--- config.mk ---
export PLATFORM = sky130hd
export DESIGN_NAME = nsta_frame_stack
export DESIGN_NICKNAME = d
export VERILOG_FILES = /design/src/hw/rtl/assert_macros.svh /design/src/hw/rtl/nsta_pkg.sv /design/src/hw/rtl/nsta_frame_stack.sv
export SDC_FILE = /design/constraint.sdc
export NUM_CORES = 2
export LEC_CHECK = 0
export BUFFER_PORTS_ARGS = -buffer_cell sky130_fd_sc_hd__buf_2
export CAP_MARGIN = 5
export CORE_MARGIN = 8
export CORE_UTILIZATION = 39
export CTS_CLUSTER_SIZE = 20
export DETAILED_ROUTE_END_ITERATION = 10
export GPL_TIMING_DRIVEN = 0
export PLACE_DENSITY = 0.63
export SLEW_MARGIN = 20
export SYNTH_ARGS = -nofsm -noshare
export SYNTH_HDL_FRONTEND = slang
export SYNTH_MEMORY_MAX_BITS = 65536
export SYNTH_SLANG_ARGS = --single-unit
--- constraint.sdc ---
create_clock -name clk -period 15.2 [get_ports clk]
set_clock_uncertainty 0.2 [all_clocks]
set_input_delay 2.28 -clock clk [delete_from_list [all_inputs] [get_ports clk]]
set_output_delay 2.28 -clock clk [all_outputs]
set_load 0.02 [all_outputs]
--- src/hw/rtl/assert_macros.svh ---
// Assertion macros shared by the RTL files that check themselves.
// Depends on nothing; the user supplies clk and arst_n in scope.
`ifndef ASSERT_MACROS_SVH
`define ASSERT_MACROS_SVH

// same-cycle implication, disabled in reset
`define NSTA_ASSERT_NOW(lbl, ante, cons, msg) \
	lbl: assert property (@(posedge clk) disable iff (!arst_n) (ante) |-> (cons)) \
		else $error(msg);

// next-cycle implication, disabled in reset
`define NSTA_ASSERT_NEXT(lbl, ante, cons, msg) \
	lbl: assert property (@(posedge clk) disable iff (!arst_n) (ante) |=> (cons)) \
		else $error(msg);

`endif

--- src/hw/rtl/nsta_pkg.sv ---
// Types and codes for the nested scope time accounting block.
// No dependencies.
package nsta_pkg;

	localparam logic [1:0] OP_ENTER = 2'd0;
	localparam logic [1:0] OP_EXIT  = 2'd1;
	localparam logic [1:0] OP_READ  = 2'd2;

	localparam logic [1:0] ST_OK       = 2'd0;
	localparam logic [1:0] ST_OVERFLOW = 2'd1;
	localparam logic [1:0] ST_EMPTY    = 2'd2;

	typedef struct packed {
		logic [1:0]  op;
		logic [7:0]  anchor_sel;
		logic [63:0] timestamp;
	} cmd_t;

	typedef struct packed {
		logic [1:0]  status;
		logic [7:0]  anchor_out;
		logic [63:0] elapsed_out;
		logic [63:0] inclusive_out;
		logic [63:0] exclusive_out;
		logic [63:0] hits_out;
	} rsp_t;

	// one anchor table entry
	typedef struct packed {
		logic [63:0] incl;
		logic [63:0] excl;
		logic [63:0] hits;
	} ctr_t;

	// one frame stack entry
	typedef struct packed {
		logic [7:0]  anchor;
		logic [7:0]  parent;
		logic [63:0] start;
		logic [63:0] saved;
	} frame_t;

endpackage

--- src/hw/rtl/nsta_frame_stack.sv ---
// Frame stack storage: simple dual-port RAM holding one frame per nesting level.
// Depends on nsta_pkg.
module nsta_frame_stack #(
	parameter int STACK_DEPTH = 32,
	localparam int FW = (STACK_DEPTH > 1) ? $clog2(STACK_DEPTH) : 1
) (
	input  logic             clk,
	input  logic             we,
	input  logic [FW-1:0]    waddr,
	input  nsta_pkg::frame_t wdata,
	input  logic             re,
	input  logic [FW-1:0]    raddr,
	output nsta_pkg::frame_t rdata
);
	import nsta_pkg::*;

	frame_t mem [STACK_DEPTH];

	always_ff @(posedge clk) begin
		if (we) begin
			mem[waddr] <= wdata;
		end
		if (re) begin
			rdata <= mem[raddr];
		end
	end

endmodule

==> qor.csv <==
stage,metric,value,unit
run_status,status,"finished, final reports clean",
drt,dr.pass1.iters,6,
global_routing,grt_pass1_wl,681700,um
floorplan,dieArea,0.4729,mm2
sta,rsz0062_at_grt,no,
clocking,postCtsHoldBufs,0,
sta,fin_crit,6.110,ns
synthesis,yosysTopAreaCell,edfxtp_1,
synthesis,synth-simple-area-share,0.8036,%
drt,viasPerCell,5.837,
synthesis,synth_top_family_by_area,multiplexers,
clocking,numCtsBuffers,471,
pwr,vdd_drop_max,0.0001112,V
synthesis,synthTopCellsByArea,"edfxtp_1 81%, mux4_2 14%, o22ai_1 1.8%",
pwr,power_density,131.8,mW/mm2
drt,postRouteAntennaNets,0,
floorplan,die_y,687.7,um
global_routing,antenna_found_initial,119,
sta,final.setup.worst_slack,9.090,ns
clocking,cts_buffer_depth,4,
final_layout,final_nets,8503,
global_routing,grt-ovfl-total,0,
clocking,clock_sinks,4752,
critical_path,crit_required,15.63,ns
critical_path,crit_arrival,6.54,ns
floorplan,ios,301,
drt,drt_first_iter_violations,11090,
synthesis,yosysWarningCount,0,
final_layout,area_growth,18.41,%
critical_path,rr_worst_depth,3,
sta,maxSlewHeadroom,17.84,%
floorplan,die_x,687.7,um
worst_hold_path,min_path_type,flop to flop,
clocking,clkTransAtPathRegs,0.06,ns
global_routing,grt_usage,20.45,%
pwr,p_leak,64.96,nW
final_layout,final.fill_count,35930,
clocking,cts-root-buf,clkbuf_16,
critical_path,r2r_slack,12.77,ns
sta,finalHoldViolCount,0,
drt,finalWirelength,497900,um
synthesis,synthesis.area,0.1759,mm2
placement,hpwl,333400,um
final_layout,drive_above_1_share,31.01,%
critical_path,cp_max_fo,10,
sta,setup_viol,0,
sta,fmax,0.1637,GHz
synthesis,synthAdderAreaFrac,0,%
sta,totalNegativeSetupSlack,0,ns
placement,dp_slack,8.226,ns
synthesis,synth_cell_type_count,25,
run,drv_cap,0,
synthesis,muxShareOfSynthArea,14.64,%
critical_path,cp-end-kind,flop,
synthesis,ys_seq_area_share,81.10,%
synthesis,ys_ff_latch,4752,
placement,io_buffers,297,
synthesis,synth_nets,7393,
clocking,post_cts_resized,0,
critical_path,worstSetupPathType,primary input to flop,
drt,drc,0,
final_layout,layout_common_cells,"4752 x edfxtp_1, 1076 x mux4_2, 500 x o22ai_1, 473 x clkbuf_16, 450 x buf_2",
sta,timing.final.crit_share,40.20,%
synthesis,postSynthAreaPerCell,24.31,um2
clocking,worstSkewPairLatency,1.02,ns
pwr,power,0.02746,W
final_layout,fin_util,46.39,%
floorplan,placeableCoreArea,0.4491,mm2
synthesis,netlist_instances,7236,
clocking,cts-htree-levels,5,
global_routing,first_global_vias,85790,
clocking,post_cts_buffers,0,
synthesis,synth-xor-area-share,0,%
placement,gp_congestion,0.7353,
sta,final_max_slew_viol_count,0,
critical_path,r2r_start,mem[26][64]$_DFFE_PP_,
synthesis,synth.top_cell.area_share,81.10,%
critical_path,startpoint,raddr[3],
floorplan,row_count,246,
critical_path,r2r_end,rdata[64]$_DFFE_PP_,
final_layout,final_common_cell,edfxtp_1,
sta,worstMarginPinSlew,1.221,ns
drt,vias,86130,
global_routing,grt_max_degree,69,
sta,hold_ws,0.6609,ns
clocking,cts_tree,yes,
critical_path,start_kind,primary input,
drt,wire_per_inst,33.75,um
critical_path,crit_end,rdata[64]$_DFFE_PP_,
floorplan,start_util,39.18,%
synthesis,synth_compound_area_share,2.264,%
cells in the mapped netlist (all sizes together):
library cell and instances:
edfxtp 4752, mux4 1076, o22ai 500, buf 279, mux2i 152, nor4 125, clkbuf 117, a22oi 114
nand3 41, nor2 36, nand4 19, nand3b 6, nand2 4, or3b 4, nor2b 3, or3 2
and2 1, and3 1, and3b 1, nand2b 1, nor3b 1, or2 1
how the worst min path moves through the flow:
stage	start	to	slack [ns]	depth (start not counted)
2_1_floorplan	mem[30][104]$_DFFE_PP_	rdata[104]$_DFFE_PP_	0.52	3
3_3_place_gp	mem[30][107]$_DFFE_PP_	rdata[107]$_DFFE_PP_	0.69	3
3_5_place_dp	mem[26][40]$_DFFE_PP_	rdata[40]$_DFFE_PP_	0.68	3
4_1_cts	mem[16][75]$_DFFE_PP_	rdata[75]$_DFFE_PP_	0.68	4
5_1_grt	mem[27][123]$_DFFE_PP_	rdata[123]$_DFFE_PP_	0.72	3
6_report	mem[26][72]$_DFFE_PP_	rdata[72]$_DFFE_PP_	0.66	3
kinds of logic after synthesis:
kind of cell / count (synthesis)
AND/OR/NAND/NOR: 246
AO/OA/AOI/OAI: 614
buffers and inverters: 396
flip-flops: 4752
multiplexers: 1228
layer usage:
metal / vias up / wire [um] / global-route usage, %
met5: - / 387 / 0
met3: 923 / 47350 / 4.586
li1: 34040 / - / -
met1: 46260 / 185500 / 26.51
met2: 4840 / 244500 / 33.54
met4: 60 / 20220 / 8.339
per-stage QoR:
| step | cells | cell area, um2 |
|---|---|---|
| after floorplan | 7236 | 175900 |
| after global placement | 13490 | 184900 |
| after detailed placement | 13830 | 193100 |
| after CTS | 14690 | 208100 |
| after global routing | 14710 | 208200 |
| final | 14760 | 208300 |
registers in the layout, indices dropped and copies added, names as in the netlist:
register / count
mem: 4608
rdata: 144
worst max-delay path, stage by stage:
cell and delay [ns]:
buf_2 0.13, buf_2 0.19, nand3_1 0.83, buf_2 0.63, buf_1 0.93, o22ai_1 0.40
nor4_1 1.12
layout make-up:
| class | instances | area, um2 | share of cell area (%) |
|---|---|---|---|
| multi-input cells | 2088 | 31590 | 15.16 |
| flip-flops and latches | 4752 | 142700 | 68.50 |
| plain buffers | 396 | 2126 | 1.020 |
| diodes | 69 | 172.7 | 0.08288 |
| clock buffers | 562 | 12170 | 5.842 |
| repair buffers | 637 | 9234 | 4.432 |
| well taps | 5952 | 7447 | 3.575 |
| clock inverters | 299 | 2893 | 1.389 |
power by group:
part | switching (W) | internal (W)
sequential | 0.0000514 | 0.0146
combinational | 0.000901 | 0.000484
clock | 0.00499 | 0.00641
total | 0.00595 | 0.0215
No activity file was read; power rests on OpenSTA's default activity.
